===== src/hw/rtl/vcbe_pkg.sv =====
// ----------------------------------------------------------------------------
// vcbe_pkg
// Shared constants, command codes and types of the voxel cube buffer engine.
// ----------------------------------------------------------------------------
package vcbe_pkg;

    localparam int CUBE_SIDE   = 8;
    localparam int COORD_W     = 3;
    localparam int BYTE_W      = 8;
    localparam int STORE_DEPTH = 64;
    localparam int IDX_W       = 2 * COORD_W;
    localparam int ROW_STRIDE  = 8;
    localparam int CMD_W       = 4;

    localparam logic [BYTE_W-1:0]  BIT_MASK = BYTE_W'((1 << CUBE_SIDE) - 1);
    localparam logic [COORD_W:0]   SIDE_C   = (COORD_W + 1)'(CUBE_SIDE);
    localparam logic [COORD_W-1:0] LAST_C   = COORD_W'(CUBE_SIDE - 1);
    localparam logic [IDX_W-1:0]   IDX_LAST = IDX_W'(STORE_DEPTH - 1);

    localparam logic [CMD_W-1:0] CMD_FILL   = 4'd0;
    localparam logic [CMD_W-1:0] CMD_INVERT = 4'd1;
    localparam logic [CMD_W-1:0] CMD_XOR    = 4'd2;
    localparam logic [CMD_W-1:0] CMD_XUP    = 4'd3;
    localparam logic [CMD_W-1:0] CMD_YUP    = 4'd4;
    localparam logic [CMD_W-1:0] CMD_ZUP    = 4'd5;
    localparam logic [CMD_W-1:0] CMD_XDN    = 4'd6;
    localparam logic [CMD_W-1:0] CMD_YDN    = 4'd7;
    localparam logic [CMD_W-1:0] CMD_SET    = 4'd8;
    localparam logic [CMD_W-1:0] CMD_GET    = 4'd9;
    localparam logic [CMD_W-1:0] CMD_ZDN    = 4'd10;

    typedef struct packed {
        logic [CMD_W-1:0]   cmd;
        logic [COORD_W-1:0] x;
        logic [COORD_W-1:0] y;
        logic [COORD_W-1:0] z;
        logic [BYTE_W-1:0]  val;
    } t_job;

    typedef struct packed {
        logic               pix_en;
        logic               pix;
    } t_probe;

    typedef enum logic [1:0] {
        S_IDLE = 2'b01,
        S_RUN  = 2'b10
    } t_state;

endpackage


===== src/hw/rtl/voxel_cube_buffer_engine_top.sv =====
// ----------------------------------------------------------------------------
// voxel_cube_buffer_engine_top
// 8x8x8 voxel image held in a ring of 64 column cells; each command rotates
// the ring once through the head stage, which rewrites every column.
//
//  port group                      | dir | transfer
//  --------------------------------+-----+------------------------------------
//  start, i_command .. i_data_value| in  | accepted when start && !busy
//  o_valid, o_pixel_out            | out | one-cycle strobe, no backpressure
//
//  A command makes one full turn of the 64-cell column ring.
//  The result strobe follows in the cycle after the turn, with busy low, so
//  the next command can be taken in that same cycle.
//  Reset clears every voxel, the ring control and the strobe.
//  The receiver cannot stall; each result is shown for one cycle only.
// ----------------------------------------------------------------------------
module voxel_cube_buffer_engine_top import vcbe_pkg::*; (
    input  logic               i_clk,
    input  logic               i_rst_n,
    input  logic               start,
    output logic               busy,
    input  logic [CMD_W-1:0]   i_command,
    input  logic [COORD_W-1:0] i_x_coord,
    input  logic [COORD_W-1:0] i_y_coord,
    input  logic [COORD_W-1:0] i_z_coord,
    input  logic [BYTE_W-1:0]  i_data_value,
    output logic               o_valid,
    output logic               o_pixel_out
);

    t_state             r_state;
    t_state             n_state;
    logic [IDX_W-1:0]   r_cnt;
    logic [IDX_W-1:0]   n_cnt;
    t_job               r_job;
    t_job               n_job;
    logic               r_pix;
    logic               n_pix;
    logic               r_valid;
    logic               n_valid;
    logic               accept;
    logic               run;
    logic               last;
    logic [BYTE_W-1:0]  ring  [STORE_DEPTH];
    logic [BYTE_W-1:0]  dly   [ROW_STRIDE];
    logic [BYTE_W-1:0]  head_new;
    t_probe             probe;

    assign accept = start && (r_state == S_IDLE);
    assign run    = (r_state == S_RUN);
    assign last   = run && (r_cnt == IDX_LAST);

    // column ring: cell k takes cell k+1, the tail takes the head result
    genvar k;
    generate
        for (k = 0; k < STORE_DEPTH; k++) begin : g_ring
            if (k == STORE_DEPTH - 1) begin : g_tail
                vcbe_cell u_cell (
                    .i_clk   (i_clk),
                    .i_rst_n (i_rst_n),
                    .i_adv   (run),
                    .i_d     (head_new),
                    .o_q     (ring[k])
                );
            end else begin : g_body
                vcbe_cell u_cell (
                    .i_clk   (i_clk),
                    .i_rst_n (i_rst_n),
                    .i_adv   (run),
                    .i_d     (ring[k+1]),
                    .o_q     (ring[k])
                );
            end
        end
        // delay line of original columns passed by the head
        for (k = 0; k < ROW_STRIDE; k++) begin : g_dly
            if (k == 0) begin : g_first
                vcbe_cell u_cell (
                    .i_clk   (i_clk),
                    .i_rst_n (i_rst_n),
                    .i_adv   (run),
                    .i_d     (ring[0]),
                    .o_q     (dly[k])
                );
            end else begin : g_rest
                vcbe_cell u_cell (
                    .i_clk   (i_clk),
                    .i_rst_n (i_rst_n),
                    .i_adv   (run),
                    .i_d     (dly[k-1]),
                    .o_q     (dly[k])
                );
            end
        end
    endgenerate

    vcbe_head u_head (
        .i_job   (r_job),
        .i_idx   (r_cnt),
        .i_cur   (ring[0]),
        .i_prev1 (dly[0]),
        .i_prev8 (dly[ROW_STRIDE-1]),
        .i_next1 (ring[1]),
        .i_next8 (ring[ROW_STRIDE]),
        .o_new   (head_new),
        .o_probe (probe)
    );

    always_comb begin
        n_state = r_state;
        n_cnt   = r_cnt;
        n_job   = r_job;
        n_pix   = r_pix;
        n_valid = last;
        case (r_state)
            S_IDLE: begin
                if (start) begin
                    n_state = S_RUN;
                    n_cnt   = '0;
                    n_pix   = 1'b0;
                    n_job   = '{cmd: i_command, x: i_x_coord, y: i_y_coord,
                                z: i_z_coord, val: i_data_value};
                end
            end
            S_RUN: begin
                n_cnt = r_cnt + 1'b1;
                if (probe.pix_en) begin
                    n_pix = probe.pix;
                end
                if (last) begin
                    n_state = S_IDLE;
                end
            end
            default: begin
                n_state = S_IDLE;
                n_cnt   = '0;
            end
        endcase
    end

    always_ff @(posedge i_clk) begin
        if (!i_rst_n) begin
            r_state <= S_IDLE;
            r_cnt   <= '0;
            r_valid <= 1'b0;
            r_pix   <= 1'b0;
        end else begin
            r_state <= n_state;
            r_cnt   <= n_cnt;
            r_valid <= n_valid;
            r_pix   <= n_pix;
        end
    end

    always_ff @(posedge i_clk) begin
        r_job <= n_job;
    end

    assign busy        = run;
    assign o_valid     = r_valid;
    assign o_pixel_out = r_pix;

    a_state_onehot: assert property (@(posedge i_clk) disable iff (!i_rst_n)
        $onehot(r_state))
        else $error("state register not one-hot");

    a_accept_runs: assert property (@(posedge i_clk) disable iff (!i_rst_n)
        accept |=> (busy && r_cnt == '0))
        else $error("accepted transaction did not start a ring turn");

    a_valid_after_turn: assert property (@(posedge i_clk) disable iff (!i_rst_n)
        o_valid |-> (!busy && $past(busy) && $past(r_cnt) == IDX_LAST))
        else $error("result strobe without a completed ring turn");

    a_idle_count: assert property (@(posedge i_clk) disable iff (!i_rst_n)
        (!busy && !accept) |=> (!busy && !o_valid))
        else $error("idle block produced activity");

    a_pix_zero: assert property (@(posedge i_clk) disable iff (!i_rst_n)
        (o_valid && r_job.cmd != CMD_GET) |-> !o_pixel_out)
        else $error("pixel set for a non-read transaction");

endmodule


===== src/hw/rtl/vcbe_cell.sv =====
// ----------------------------------------------------------------------------
// vcbe_cell
// One byte cell of a shift chain; takes its neighbor's byte when advanced.
// ----------------------------------------------------------------------------
module vcbe_cell import vcbe_pkg::*; (
    input  logic              i_clk,
    input  logic              i_rst_n,
    input  logic              i_adv,
    input  logic [BYTE_W-1:0] i_d,
    output logic [BYTE_W-1:0] o_q
);

    logic [BYTE_W-1:0] r_q;
    logic [BYTE_W-1:0] n_q;

    always_comb begin
        n_q = i_adv ? i_d : r_q;
    end

    always_ff @(posedge i_clk) begin
        if (!i_rst_n) begin
            r_q <= '0;
        end else begin
            r_q <= n_q;
        end
    end

    assign o_q = r_q;

endmodule


===== src/hw/rtl/vcbe_head.sv =====
// ----------------------------------------------------------------------------
// vcbe_head
// Operation stage at the head of the column ring: computes the new column
// byte from the passing byte and its ring neighbors.
// ----------------------------------------------------------------------------
module vcbe_head import vcbe_pkg::*; (
    input  t_job              i_job,
    input  logic [IDX_W-1:0]  i_idx,
    input  logic [BYTE_W-1:0] i_cur,
    input  logic [BYTE_W-1:0] i_prev1,
    input  logic [BYTE_W-1:0] i_prev8,
    input  logic [BYTE_W-1:0] i_next1,
    input  logic [BYTE_W-1:0] i_next8,
    output logic [BYTE_W-1:0] o_new,
    output t_probe            o_probe
);

    logic [COORD_W-1:0] tx;
    logic [COORD_W-1:0] ty;
    logic               active;
    logic               in_cube;
    logic               hit;
    logic [BYTE_W-1:0]  bit_sel;
    logic [BYTE_W-1:0]  op_val;

    always_comb begin
        tx      = i_idx[IDX_W-1:COORD_W];
        ty      = i_idx[COORD_W-1:0];
        active  = ({1'b0, tx} < SIDE_C) && ({1'b0, ty} < SIDE_C);
        in_cube = ({1'b0, i_job.x} < SIDE_C) && ({1'b0, i_job.y} < SIDE_C)
                  && ({1'b0, i_job.z} < SIDE_C);
        hit     = in_cube && (tx == i_job.x) && (ty == i_job.y);
        bit_sel = BYTE_W'(1) << i_job.z;
        case (i_job.cmd)
            CMD_FILL:   op_val = i_job.val & BIT_MASK;
            CMD_INVERT: op_val = ~i_cur & BIT_MASK;
            CMD_XOR:    op_val = (i_cur ^ i_job.val) & BIT_MASK;
            CMD_ZUP:    op_val = (i_cur << 1) & BIT_MASK;
            CMD_ZDN:    op_val = (i_cur >> 1) & BIT_MASK;
            CMD_XUP:    op_val = (tx == '0) ? '0 : i_prev8;
            CMD_XDN:    op_val = (tx == LAST_C) ? '0 : i_next8;
            CMD_YUP:    op_val = (ty == '0) ? '0 : i_prev1;
            CMD_YDN:    op_val = (ty == LAST_C) ? '0 : i_next1;
            CMD_SET: begin
                if (hit) begin
                    op_val = (i_job.val != '0) ? (i_cur | bit_sel) : (i_cur & ~bit_sel);
                end else begin
                    op_val = i_cur;
                end
            end
            default:    op_val = i_cur;
        endcase
        o_new          = active ? op_val : i_cur;
        o_probe.pix_en = hit && (i_job.cmd == CMD_GET);
        o_probe.pix    = i_cur[i_job.z];
    end

endmodule

===== config.mk =====
export PLATFORM = sky130hd
export DESIGN_NAME = voxel_cube_buffer_engine_top
export DESIGN_NICKNAME = d
export VERILOG_FILES = /design/src/hw/rtl/vcbe_pkg.sv /design/src/hw/rtl/voxel_cube_buffer_engine_top.sv /design/src/hw/rtl/vcbe_cell.sv /design/src/hw/rtl/vcbe_head.sv
export SDC_FILE = /design/constraint.sdc
export NUM_CORES = 1
export LEC_CHECK = 0
export BUFFER_PORTS_ARGS = -buffer_cell sky130_fd_sc_hd__buf_4
export CORE_MARGIN = 3
export CORE_UTILIZATION = 57
export DETAILED_ROUTE_END_ITERATION = 6
export PLACE_DENSITY_LB_ADDON = 0.3
export SYNTH_ARGS = -nofsm -noshare
export SYNTH_HDL_FRONTEND = slang
export SYNTH_HIERARCHICAL = 1
export SYNTH_SLANG_ARGS = --single-unit
export TNS_END_PERCENT = 1

===== constraint.sdc =====
create_clock -name i_clk -period 2 [get_ports i_clk]
set_input_delay 0.1 -clock i_clk [delete_from_list [all_inputs] [get_ports i_clk]]
set_output_delay 0.1 -clock i_clk [all_outputs]
set_load 0.02 [all_outputs]

==> impl_results.md <==
- Outcome: complete, but fails checks
- Failing checks: negative setup slack
- Setup violators final: 7
- Share of layout cells above drive strength 1: 11.8%
- Clk_skew: 20.9 ps
- Post-synth EDFFs: 21
- Gr ovfl total: 0
- # DRC: 0
- Worst hold path type: in2reg
- Fmax: 0.477 GHz
- Synth Flop Type: dfxtp_1
- Synthesis-to-layout area growth: 14.5%
- Total Power: 24.6 mW
- VDD IR max: 0.702 mV
- Hold Fails Final Rpt: 0
- Power Density: 893 nW/µm²
- Final WL: 41.9 mm
- IO Port Bufs: 26
- Top cells by area, synth: dfxtp_1, mux2i_1, nor2b_1
- CTS Root Cell: clkbuf_16
- Logic pwr share: 4.2%
- Fin Setup TNS: -283 ps
- Finished Layout Cells: 2768
- Largest stage delay, worst path: 380 ps
- Yosys Warn Count: 6
- Max-Cap Viols: 0
- Leading area contributor after synthesis: dfxtp_1
- DR vias: 14.3k
- DR WL/cell: 15.1 µm
- Setup CP Type: reg2reg
- Post-Syn Area: 24000 µm²
- Slowest-stage cell, CP: or3_4
- GP Congestion: 0.892
- Crit path buffers/inverters: 0
- Ys async rst share: 0%
- DR vias/cell: 5.18
- Final antenna-violating net count: 0
- Longest Clk Path Bufs: 3
- Switching Fraction: 20.9%
- CORE AREA: 41300 µm²
- RSZ-0062 raised after global routing: true
- Die W: 211 µm
- Clock sinks: 607
- Crit start category: register
- Synthesized Nets: 2084
- Worst-Skew Late Latency: 620 ps
- Seq/Total Area, Yosys: 51.4%
- Arrival @ worst endpoint: 2620 ps
- Minimum clock period: 2100 ps
- LEAKAGE: 8.68 nW
- Period utilisation layout: 105%
- Worst EP required: 2520 ps
- Switch Pwr: 5.13 mW
- P_int: 19.5 mW
- Post-Syn Instances: 2059
- Reg clk slew, reported paths: 70 ps
- Initial antenna violation count: 0
- Die Footprint: 44700 µm²
- Fillers: 3193
- # rows: 74
- Largest net degree at the start of global routing: 129
- Yosys top cell area share: 48.8%
- Setup ws final: -98.5 ps
- I/O pin cnt: 27
- Most common cell in the netlist: dfxtp_1
- Fin nets: 2211
- CTS tree: built
- First-pass DRT Iterations: 5
- Worst-margin pin slew: 567 ps
- Type of element capturing the critical path: register
- Vias in the first global route: 14.3k
- Initial core utilization: 58.2%
- Relative slew slack: 62.1%
- DIE HEIGHT: 211 µm
- Clock group share of total power: 46.0%
- Post-synth top cells: dfxtp_1, nor2b_1, mux2i_1, buf_6
- Flop pwr share: 49.7%
- Placement Setup Slack: -93.8 ps
- Critical path's top delay family: compound AO/OA/AOI/OAI gates
- Crit-path cells: or3_4, and2_4, a222oi_1, o2111ai_2, o32a_1, mux2i_1, nor2b_1
- Synth unique cells: 70
- First-pass GRT wire length: 70.5 mm
- Total CTS buffers: 60
- Syn Area/Cell: 11.7 µm²
- Antenna fix cells: 0
- Yosys reg bits: 607
- Dpl cells: 2624
- Max Slew Vio Count: 0
- Total GRT Usage: 18.7%
- Initial drt markers: 806
- H-Tree Depth: 2
- Half-perimeter wire length after placement: 26.1 mm
- Highest fanout seen on the critical path: 4
-- final cells by class --
cell class                 instances  area [µm²]  area share (%)
sequential                       607       12400            44.9
multi-input combinational       1356       10900            39.5
clock buffer                      97        1850            6.73
timing repair buffer             154        1540            5.59
tap                              532         666            2.42
clock inverter                    15         180           0.654
inverter                           7        38.8           0.141
-- kinds of logic (layout without fill, tap and decap cells) --
logic type      Yosys count  count (layout)  synth area share [%]
flops                   607             607                  51.4
xor+xnor                 10              10                 0.364
compound gates           76              76                  2.31
simple gates            687             687                  17.7
mux                     582             582                  24.3
buf+inv                  96             273                  3.82
fa+ha+maj                 1               1                0.0520
-- final timing paths --
path,start,to,slack [ps],cells past startpoint
worst max-delay path,r_cnt[3],g_ring[63].g_tail.u_cell/o_q[3],-100,7
worst min-delay path,i_data_value[5],r_job[5],210,2
worst max register to register,r_cnt[3],g_ring[63].g_tail.u_cell/o_q[3],-100,7
worst min register to register,g_ring[20].g_body.u_cell/o_q[4],g_ring[19].g_body.u_cell/o_q[4],510,2
-- worst register-to-register path, cell delays in order (launching register included) --
cell	delay, ps
dfxtp_2	320
or3_4	380
and2_4	190
a222oi_1	360
o2111ai_2	230
o32a_1	320
mux2i_1	130
nor2b_1	60
-- power by group through the flow --
stage	Clock (mW)	Sequential (mW)	Combinational, mW
2_1_floorplan	0	12.5	0.626
3_3_place_gp	0	12.5	0.938
3_5_place_dp	0	12.5	0.941
4_1_cts	11.6	12.2	0.985
5_1_grt	12.2	12.2	1.10
6_report	11.3	12.2	1.04
-- cells in the final DEF, fill, tap and decap left out, types with 13 or more instances in the layout --
cell           Yosys  final
a21oi_1           14     13
buf_12             0     21
buf_4              1    103
clkbuf_1          10     17
clkbuf_16          0     62
clkbuf_8           0     19
dfxtp_1          586    583
dlygate4sd3_1      0     23
edfxtp_1          21     21
mux2i_1          579    579
nand2_1           21     21
nand3_1           16     16
nor2b_1          581    579
-- layer usage --
| metal | track usage, % | wire (µm) | vias to the layer above |
|---|---|---|---|
| li1 | - | - | 7336 |
| met3 | 3.62 | 1550 | 73 |
| met4 | 5.27 | 910 | 0 |
| met1 | 24.8 | 19900 | 6751 |
| met5 | 0 | 0 | - |
| met2 | 31.5 | 19500 | 173 |
-- stage by stage --
stage                     area (µm²)  utilization [%]  hold WS, ps
after floorplan                24100                -          176
after global placement         25000             60.6          284
after detailed placement       25000             60.6          280
after CTS                      27300             66.1          163
after global routing           27500             66.7          181
final                          27500             66.7          205
-- registers in the layout (all words and copies together), names as in the netlist --
signal / cells
g_dly.g_first.u_cell/o_q: 8
g_dly.g_rest.u_cell/o_q: 56
g_ring.g_body.u_cell/o_q: 504
g_ring.g_tail.u_cell/o_q: 8
o_pixel_out: 1
o_valid: 1
r_cnt: 6
r_job: 21
r_state: 2
-- repair_timing --
action,in CTS,in global routing
hold buffers,23,0
gates resized for setup,2,30
endpoints found under the setup margin,8,10
pin swaps,1,7
buffers inserted,0,8
cloned,0,1
endpoints found under the hold margin,79,0
(Power assumes the default switching activity.)
